[config.mk]
export PLATFORM = sky130hd
export DESIGN_NAME = rank_sort_population_by_fitness
export DESIGN_NICKNAME = d
export VERILOG_FILES = /design/src/hw/rtl/rsp_pkg.sv /design/src/hw/rtl/rank_sort_population_by_fitness.sv /design/src/hw/rtl/rsp_ram.sv /design/src/hw/rtl/rsp_div.sv
export SDC_FILE = /design/constraint.sdc
export NUM_CORES = 2
export LEC_CHECK = 0
export BUFFER_PORTS_ARGS = -buffer_cell sky130_fd_sc_hd__buf_2
export CAP_MARGIN = 20
export CORE_ASPECT_RATIO = 0.7
export CORE_MARGIN = 10
export CORE_UTILIZATION = 35
export DETAILED_ROUTE_END_ITERATION = 8
export HOLD_SLACK_MARGIN = 0.1
export PLACE_DENSITY = 0.52
export SYNTH_ARGS = -nofsm -noshare
export SYNTH_HDL_FRONTEND = slang
export SYNTH_SLANG_ARGS = --single-unit
[constraint.sdc]
create_clock -name i_clk -period 12.4 [get_ports i_clk]
set_clock_uncertainty 0.05 [all_clocks]
set_input_delay 1.86 -clock i_clk [delete_from_list [all_inputs] [get_ports i_clk]]
set_output_delay 1.86 -clock i_clk [all_outputs]
set_load 0.05 [all_outputs]
[src/hw/rtl/rsp_pkg.sv]
// shared widths and entry type for the population ranking block
`default_nettype none

package rsp_pkg;

    localparam int FIT_W  = 32;
    localparam int TAG_W  = 8;
    localparam int SLOT_W = 5;
    localparam int RANK_W = 5;
    localparam int SUM_W  = 40;
    localparam int ENT_W  = FIT_W + TAG_W;

    // one stored population entry as it sits in the ram word
    typedef struct packed {
        logic [FIT_W-1:0] fit;
        logic [TAG_W-1:0] tag;
    } t_entry;

    localparam logic ACT_LOAD = 1'b0;
    localparam logic ACT_SORT = 1'b1;

endpackage

`default_nettype wire

[src/hw/rtl/rank_sort_population_by_fitness.sv]
// population store with descending selection sort, ranked readout and mean
//
// input: an item is taken when start is high and busy is low. action 0 loads
// fitness and tag into one slot in that cycle (slots at or beyond POP_SIZE are
// dropped); loads can be issued every cycle and never raise busy.
// action 1 sorts the store high to low and reads it out: busy rises for the
// whole operation, and POP_SIZE results follow on consecutive cycles, each
// marked by o_valid for one cycle, rank 0 first. o_last and o_mean_fitness
// belong to the final result; the mean field reads zero on the others.
// a sort makes one pass for each slot i = 0 .. POP_SIZE-1; each pass streams
// the remaining entries through the one read port of the store ram and then
// makes the two swap writes. after the last pass come the mean divide and
// then the readout.
// results cannot be held off, so the receiver must take each one as it comes.
// reset clears control and the fitness sum; store contents are undefined
// until loaded, and every slot must be loaded before a sort.
`default_nettype none

module rank_sort_population_by_fitness #(
    parameter int POP_SIZE = 32
) (
    input  wire logic                              i_clk,
    input  wire logic                              i_rst_n,
    input  wire logic                              start,
    output logic                                   busy,
    input  wire logic                              i_action,
    input  wire logic [rsp_pkg::SLOT_W-1:0]        i_slot,
    input  wire logic signed [rsp_pkg::FIT_W-1:0]  i_fitness,
    input  wire logic [rsp_pkg::TAG_W-1:0]         i_tag,
    output logic                                   o_valid,
    output logic [rsp_pkg::RANK_W-1:0]             o_rank,
    output logic signed [rsp_pkg::FIT_W-1:0]       o_ranked_fitness,
    output logic [rsp_pkg::TAG_W-1:0]              o_ranked_tag,
    output logic signed [rsp_pkg::FIT_W-1:0]       o_mean_fitness,
    output logic                                   o_last
);
    import rsp_pkg::*;

    localparam int AW = (POP_SIZE > 1) ? $clog2(POP_SIZE) : 1;
    localparam logic [AW-1:0] LAST_IDX = AW'(POP_SIZE - 1);
    localparam logic [SLOT_W:0] POP_V = (SLOT_W+1)'(POP_SIZE);

    typedef enum logic [5:0] {
        ST_IDLE = 6'b000001,
        ST_SCAN = 6'b000010,
        ST_WR_I = 6'b000100,
        ST_WR_P = 6'b001000,
        ST_DIV  = 6'b010000,
        ST_OUT  = 6'b100000
    } t_state;

    t_state                   r_state;
    logic [AW-1:0]            r_i;
    logic [AW-1:0]            r_j;
    logic                     r_issue;
    logic                     r_dv;
    logic [AW-1:0]            r_di;
    t_entry                   r_cur;
    t_entry                   r_best;
    logic [AW-1:0]            r_pick;
    logic signed [SUM_W-1:0]  r_sum;
    logic                     r_div_go;

    logic                     ram_we;
    logic [AW-1:0]            ram_waddr;
    t_entry                   ram_wdata;
    logic                     ram_re;
    t_entry                   ram_q;
    logic                     div_done;
    logic signed [FIT_W-1:0]  div_mean;
    logic signed [FIT_W-1:0]  q_fit;
    logic signed [FIT_W-1:0]  best_fit;
    logic                     load_req;
    logic                     swap;

    assign busy     = (r_state != ST_IDLE);
    assign load_req = start && (r_state == ST_IDLE) && (i_action == ACT_LOAD)
                      && ({1'b0, i_slot} < POP_V);
    assign q_fit    = ram_q.fit;
    assign best_fit = r_best.fit;
    assign swap     = (r_pick != r_i);

    // single write port shared by loads and the two swap writes
    always_comb begin
        ram_we    = 1'b0;
        ram_waddr = r_i;
        ram_wdata = r_best;
        case (r_state)
            ST_IDLE: begin
                ram_we        = load_req;
                ram_waddr     = i_slot[AW-1:0];
                ram_wdata.fit = i_fitness;
                ram_wdata.tag = i_tag;
            end
            ST_WR_I: begin
                ram_we = swap;
            end
            ST_WR_P: begin
                ram_we    = swap;
                ram_waddr = r_pick;
                ram_wdata = r_cur;
            end
            default: begin
                ram_we = 1'b0;
            end
        endcase
    end

    assign ram_re = r_issue && ((r_state == ST_SCAN) || (r_state == ST_OUT));

    rsp_ram #(
        .WIDTH (ENT_W),
        .DEPTH (POP_SIZE),
        .AW    (AW)
    ) u_store (
        .i_clk   (i_clk),
        .i_we    (ram_we),
        .i_waddr (ram_waddr),
        .i_wdata (ram_wdata),
        .i_re    (ram_re),
        .i_raddr (r_j),
        .o_rdata (ram_q)
    );

    rsp_div #(
        .DIVISOR (POP_SIZE)
    ) u_div (
        .i_clk   (i_clk),
        .i_rst_n (i_rst_n),
        .i_start (r_div_go),
        .i_sum   (r_sum),
        .o_done  (div_done),
        .o_mean  (div_mean)
    );

    // divide starts in the cycle after the last swap write
    always_ff @(posedge i_clk) begin
        if (!i_rst_n) begin
            r_div_go <= 1'b0;
        end else begin
            r_div_go <= (r_state == ST_WR_P) && (r_i == LAST_IDX);
        end
    end

    always_ff @(posedge i_clk) begin
        if (!i_rst_n) begin
            r_state  <= ST_IDLE;
            r_issue  <= 1'b0;
            r_dv     <= 1'b0;
            r_sum    <= '0;
        end else begin
            case (r_state)
                ST_IDLE: begin
                    if (start && (i_action == ACT_SORT)) begin
                        r_sum   <= '0;
                        r_i     <= '0;
                        r_j     <= '0;
                        r_issue <= 1'b1;
                        r_dv    <= 1'b0;
                        r_state <= ST_SCAN;
                    end
                end
                ST_SCAN: begin
                    // stream entries i .. last through the read port
                    if (r_issue) begin
                        r_dv <= 1'b1;
                        r_di <= r_j;
                        if (r_j == LAST_IDX) begin
                            r_issue <= 1'b0;
                        end else begin
                            r_j <= r_j + 1'b1;
                        end
                    end else begin
                        r_dv <= 1'b0;
                    end
                    if (r_dv) begin
                        if (r_di == r_i) begin
                            r_cur  <= ram_q;
                            r_best <= ram_q;
                            r_pick <= r_i;
                        end else if (q_fit > best_fit) begin
                            // strictly greater keeps the first of equal entries
                            r_best <= ram_q;
                            r_pick <= r_di;
                        end
                        if (r_di == LAST_IDX) begin
                            r_state <= ST_WR_I;
                        end
                    end
                end
                ST_WR_I: begin
                    r_sum   <= r_sum + SUM_W'(best_fit);
                    r_state <= ST_WR_P;
                end
                ST_WR_P: begin
                    r_dv <= 1'b0;
                    if (r_i == LAST_IDX) begin
                        r_state  <= ST_DIV;
                    end else begin
                        r_i     <= r_i + 1'b1;
                        r_j     <= r_i + 1'b1;
                        r_issue <= 1'b1;
                        r_state <= ST_SCAN;
                    end
                end
                ST_DIV: begin
                    if (div_done) begin
                        r_j     <= '0;
                        r_issue <= 1'b1;
                        r_dv    <= 1'b0;
                        r_state <= ST_OUT;
                    end
                end
                ST_OUT: begin
                    if (r_issue) begin
                        r_dv <= 1'b1;
                        r_di <= r_j;
                        if (r_j == LAST_IDX) begin
                            r_issue <= 1'b0;
                        end else begin
                            r_j <= r_j + 1'b1;
                        end
                    end else begin
                        r_dv <= 1'b0;
                    end
                    if (r_dv && (r_di == LAST_IDX)) begin
                        r_state <= ST_IDLE;
                    end
                end
                default: begin
                    r_state <= ST_IDLE;
                    r_issue <= 1'b0;
                    r_dv    <= 1'b0;
                end
            endcase
        end
    end

    assign o_valid          = r_dv && (r_state == ST_OUT);
    assign o_rank           = RANK_W'(r_di);
    assign o_ranked_fitness = ram_q.fit;
    assign o_ranked_tag     = ram_q.tag;
    assign o_last           = o_valid && (r_di == LAST_IDX);
    assign o_mean_fitness   = o_last ? div_mean : '0;

endmodule

`default_nettype wire

[src/hw/rtl/rsp_ram.sv]
// generic single write port, single read port ram with registered read
`default_nettype none

module rsp_ram #(
    parameter int WIDTH = 40,
    parameter int DEPTH = 32,
    parameter int AW    = (DEPTH > 1) ? $clog2(DEPTH) : 1
) (
    input  wire logic             i_clk,
    input  wire logic             i_we,
    input  wire logic [AW-1:0]    i_waddr,
    input  wire logic [WIDTH-1:0] i_wdata,
    input  wire logic             i_re,
    input  wire logic [AW-1:0]    i_raddr,
    output logic      [WIDTH-1:0] o_rdata
);

    logic [WIDTH-1:0] mem [DEPTH];

    always_ff @(posedge i_clk) begin
        if (i_we) begin
            mem[i_waddr] <= i_wdata;
        end
        if (i_re) begin
            o_rdata <= mem[i_raddr];
        end
    end

endmodule

`default_nettype wire

[src/hw/rtl/rsp_div.sv]
// signed divide of the fitness sum by the population size, truncating toward zero
`default_nettype none

module rsp_div #(
    parameter int DIVISOR = 32
) (
    input  wire logic                             i_clk,
    input  wire logic                             i_rst_n,
    input  wire logic                             i_start,
    input  wire logic signed [rsp_pkg::SUM_W-1:0] i_sum,
    output logic                                  o_done,
    output logic signed [rsp_pkg::FIT_W-1:0]      o_mean
);
    import rsp_pkg::*;

    // the magnitude of a sum of at most 32 fitnesses fits 37 bits; it is split
    // into a high and a low digit, each divided by a reciprocal multiply
    localparam int MAG_W = 37;
    localparam int LO_W  = 18;
    localparam int HI_W  = MAG_W - LO_W;
    localparam int DL    = $clog2(DIVISOR);
    // remainder of the high digit joined to the low digit
    localparam int XW    = DL + LO_W;
    localparam int KA    = HI_W + DL;
    localparam int KB    = XW + DL;
    localparam int MA_W  = HI_W + 1;
    localparam int MB_W  = XW + 1;
    localparam int PA_W  = HI_W + MA_W;
    localparam int PB_W  = XW + MB_W;
    localparam logic [MA_W-1:0] RCP_A =
        MA_W'(((longint'(1) << KA) + longint'(DIVISOR) - 1) / longint'(DIVISOR));
    localparam logic [MB_W-1:0] RCP_B =
        MB_W'(((longint'(1) << KB) + longint'(DIVISOR) - 1) / longint'(DIVISOR));
    localparam logic [HI_W-1:0] DIV_HI = HI_W'(DIVISOR);

    logic [2:0]        r_stg;
    logic              r_done;
    logic              r_neg;
    logic [HI_W-1:0]   r_hi;
    logic [LO_W-1:0]   r_lo;
    logic [HI_W-1:0]   r_q1;
    logic [XW-1:0]     r_x;
    logic [MAG_W-1:0]  r_q;
    logic [MAG_W-1:0]  mag;
    logic [PA_W-1:0]   prod_a;
    logic [PB_W-1:0]   prod_b;
    logic [DL-1:0]     rem_a;
    logic [MAG_W-1:0]  q_signed;

    assign mag    = MAG_W'(i_sum[SUM_W-1] ? -i_sum : i_sum);
    assign prod_a = {{MA_W{1'b0}}, r_hi} * {{HI_W{1'b0}}, RCP_A};
    assign rem_a  = DL'(r_hi - (r_q1 * DIV_HI));
    assign prod_b = {{MB_W{1'b0}}, r_x} * {{XW{1'b0}}, RCP_B};

    // three stages: high quotient, remainder join, low quotient
    always_ff @(posedge i_clk) begin
        if (!i_rst_n) begin
            r_stg  <= '0;
            r_done <= 1'b0;
        end else begin
            r_stg  <= {r_stg[1:0], i_start};
            r_done <= r_stg[2];
        end
    end

    always_ff @(posedge i_clk) begin
        if (i_start) begin
            r_hi  <= mag[MAG_W-1:LO_W];
            r_lo  <= mag[LO_W-1:0];
            r_neg <= i_sum[SUM_W-1];
        end
        if (r_stg[0]) begin
            r_q1 <= HI_W'(prod_a >> KA);
        end
        if (r_stg[1]) begin
            r_x <= {rem_a, r_lo};
        end
        if (r_stg[2]) begin
            r_q <= {r_q1, LO_W'(prod_b >> KB)};
        end
    end

    // truncation toward zero: divide the magnitude, then restore the sign
    assign q_signed = r_neg ? (~r_q + 1'b1) : r_q;
    assign o_mean   = q_signed[FIT_W-1:0];
    assign o_done   = r_done;

endmodule

`default_nettype wire
==> results.md <==
* Combinational power share at 18.9%
* Final Non-Filler Cells at 6,463
* Max Clock Freq at 0.166 GHz
* Ys flop type: edfxtp_1
* Min setup slack post-route at 6370 ps
* Worst ir drop on vdd at 0.139 mV
* Die area at 0.200 mm2
* Placed cell area at 0.0675 mm2
* Post-route minimum period at 6030 ps
* Register area share after synthesis at 73.2%
* Final WL at 185,000 um
* Area occupied by multi-input gates at 0.0165 mm2
* Hold Path Class: reg -> reg
* Die height at 377 um
* Post-DP HPWL at 99,000 um
* Nets at 4,090
* Setup crit start kind: flip-flop
* Placed insts at 6,179
* Initial Util at 35.4%
* Port bufs at 128
* H-tree Lvls at 4
* Post-CTS Setup Repair Bufs at 0
* Fin area at 0.0724 mm2
* Largest family of logic cells by synthesized area: multiplexers
* Area leader, netlist: edfxtp_1
* Pwr/cell area at 189 mW/mm2
* Clk pin slew, worst setup/hold paths at 60 ps
* CP Class: reg -> out
* Core Box Area at 0.180 mm2
* Sw Share at 28.3%
* Clock power share at 32.1%
* Simple-gate area share of the yosys netlist at 4.18%
* CP Capture Type: primary output
* Ports at 129
* Count leader, synth: edfxtp_1
* Largest net degree at the start of global routing at 123
* Post-synthesis xor/xnor area fraction at 1.40%
* TritonCTS clock tree: built
* Mapped cell area at 0.0637 mm2
* Top post-synthesis cells by area: edfxtp_1 71%, mux4_2 5.7%, mux2i_1 3.9%
* Top cell type's share of synthesized area at 71.5%
* Reg2reg end: u_store.mem[25][15]
* Pint at 9820 uW
* Count of cell types in the netlist at 66
* Ys Warns at 0
* CTS Buffer Depth at 3
* Post-synthesis mux area share at 11.0%
* Least-Margin Pin Slew at 1130 ps
* Hold Crit Endpoint: u_div.r_q[20]
* Global route overflow at 0
* Status: finished, final reports clean
* Sequential power share at 49.0%
* Final Hold Viols at 0
* WP data arrival at 4120 ps
* Initial antenna violation count at 13
* Synth Area per Inst at 16.7 um2
* Post-Place Setup Slack at 7220 ps
* Worst R2R Start: r_state[1]
* Period utilization at 48.7%
* Initial DRC Count at 4,697
* P_sw at 3880 uW
* Hold Crit Start: u_div.r_q1[2]
* CTS sink cnt at 1,570
* Worst-Skew Late Latency at 780 ps
* WL/cell at 28.6 um
* Global-route wire length before repair at 260,000 um
* Leak at 0.0240 uW
* DRT Pass-1 Iters at 5
* Critical Path Fanout Max at 6
* DRC viols at 0
* Worst slew margin at 24.5%
* Core Rows at 130
* Total CTS buffers at 144
* Final setup fails at 0
* Vias at 35,700
* Routed Antenna Nets at 0
* Worst R2R Setup Slack at 7290 ps
* Vias/cell at 5.53
* Total of max-cap violations at 0
* Hold Path Stages at 0
* Share of flip-flops with an asynchronous set or reset at 0%
* Adder-cell share of the synthesized area at 1.52%
* Worst reg2reg path depth at 11
* Slew Viols, Final at 0
* Post-synth EDFFs at 1,517
* Post-synthesis compound-gate area fraction at 7.30%
* Post-synth net total at 3,931
* Crit path required time at 10,490 ps
* FF+latch area at 0.0466 mm2
* Die X at 530 um
* Fillers at 16,300
* Final weighted congestion in routability-driven placement at 0.850
* Post_cts resized at 0
* # hold bufs at CTS at 0
* Layout area overhead at 13.6%
* RSZ-0062 raised after global routing: no
* Share of cells above drive strength 1 at 17.2%
* Mapped Cells at 3,805
* Commonest cells post-synth: 1,517 x edfxtp_1, 327 x nand2_1, 248 x mux2i_1
* Root buf cell: clkbuf_16
* All-layer global routing usage at 18.0%
* Vias in the first global route at 34,200
* Core Util, Final at 40.2%
* Seq cells post-synth at 1,570
* Total negative slack at 0 ps
## worst max path at each step
| stage | from | to | slack, ps | cells after the start |
|---|---|---|---|---|
| floorplan | i_rst_n | best_fit[0] | 4930 | 3 |
| global placement | u_div.r_q[2] | o_mean_fitness[28] | 7170 | 9 |
| detailed placement | u_div.r_q[2] | o_mean_fitness[28] | 7220 | 9 |
| CTS | u_div.r_q[2] | o_mean_fitness[28] | 6370 | 9 |
| global route | u_div.r_q[2] | o_mean_fitness[28] | 6110 | 9 |
| finish | u_div.r_q[2] | o_mean_fitness[28] | 6370 | 9 |
## power by group through the flow
| stage | combinational (uW) | sequential [uW] | clock (uW) |
|---|---|---|---|
| floorplan | 1530 | 6820 | 0 |
| global placement | 2430 | 6850 | 0 |
| detailed placement | 2450 | 6850 | 0 |
| CTS | 2450 | 6740 | 4480 |
| global route | 2800 | 6730 | 4700 |
| finish | 2590 | 6720 | 4390 |
## cells by family after synthesis
family / Yosys count
compound gates: 721
xor+xnor: 102
fa+ha+maj: 77
buf+inv: 250
flops: 1570
mux: 488
simple gates: 597
## per-stage QoR
step           power, uW  hold slack (ps)
3_5_place_dp        9300              355
6_report           13700              363
2_1_floorplan       8350              350
4_1_cts            13700              369
5_1_grt            14200              371
3_3_place_gp        9280              351
## flip-flops by register name (all words and copies together), names as in the netlist
register and count:
u_div.r_q 32, o_rank 5, u_div.r_lo 13, u_store.o_rdata 40, r_i 5, r_pick 5
u_div.r_hi 19, r_issue 1, r_dv 1, r_div_go 1, best_fit 32, r_j 5
u_div.r_neg 1, u_store.mem 1280, r_sum 40, r_cur 40, u_div.r_q1 14, u_div.r_stg 3
r_state 6, u_div.o_done 1, u_div.r_x 18, r_best 8
## worst max-delay path, stage by stage (launching register included)
cell      delay [ps]
edfxtp_1         430
or3_1            480
nor4_1           410
nor2b_1          470
nand4_1          250
or4_1            570
o31ai_1          280
xor2_1           110
nor2_1            90
buf_2            270
## layout by cell type, fill, tap and decap left out, types with 22 or more instances in the layout
master	count
edfxtp_1	1517
nand2_1	326
mux2i_1	248
o21ai_0	197
a21oi_1	176
mux4_2	160
clkbuf_16	149
buf_2	129
o221ai_1	121
nor2_1	84
mux2_2	80
ha_1	76
buf_4	67
a22oi_1	56
xnor2_1	56
dfxtp_1	53
inv_1	48
xor2_1	46
o22ai_1	43
a21o_1	41
clkinv_1	41
clkbuf_1	34
nor2_4	33
nor2b_1	25
nand4_1	22
## routing by layer
metal,GRT usage [%],part of all wire (%)
met5,0,0.025
met1,28.0,47
met2,25.1,42
met4,4.01,1.9
met3,4.25,8.9
## area by class of cell
type                            instances  share of cell area [%]
Clock buffer                          184                    5.35
Multi-Input combinational cell       1985                    22.8
Tap cell                             2376                    4.11
Inverter                               49                   0.254
Sequential cell                      1570                    64.4
Timing Repair Buffer                  214                    2.20
Antenna cell                            2                 0.00691
Clock inverter                         83                   0.933
Note: power is estimated with default switching activity, not from simulation.
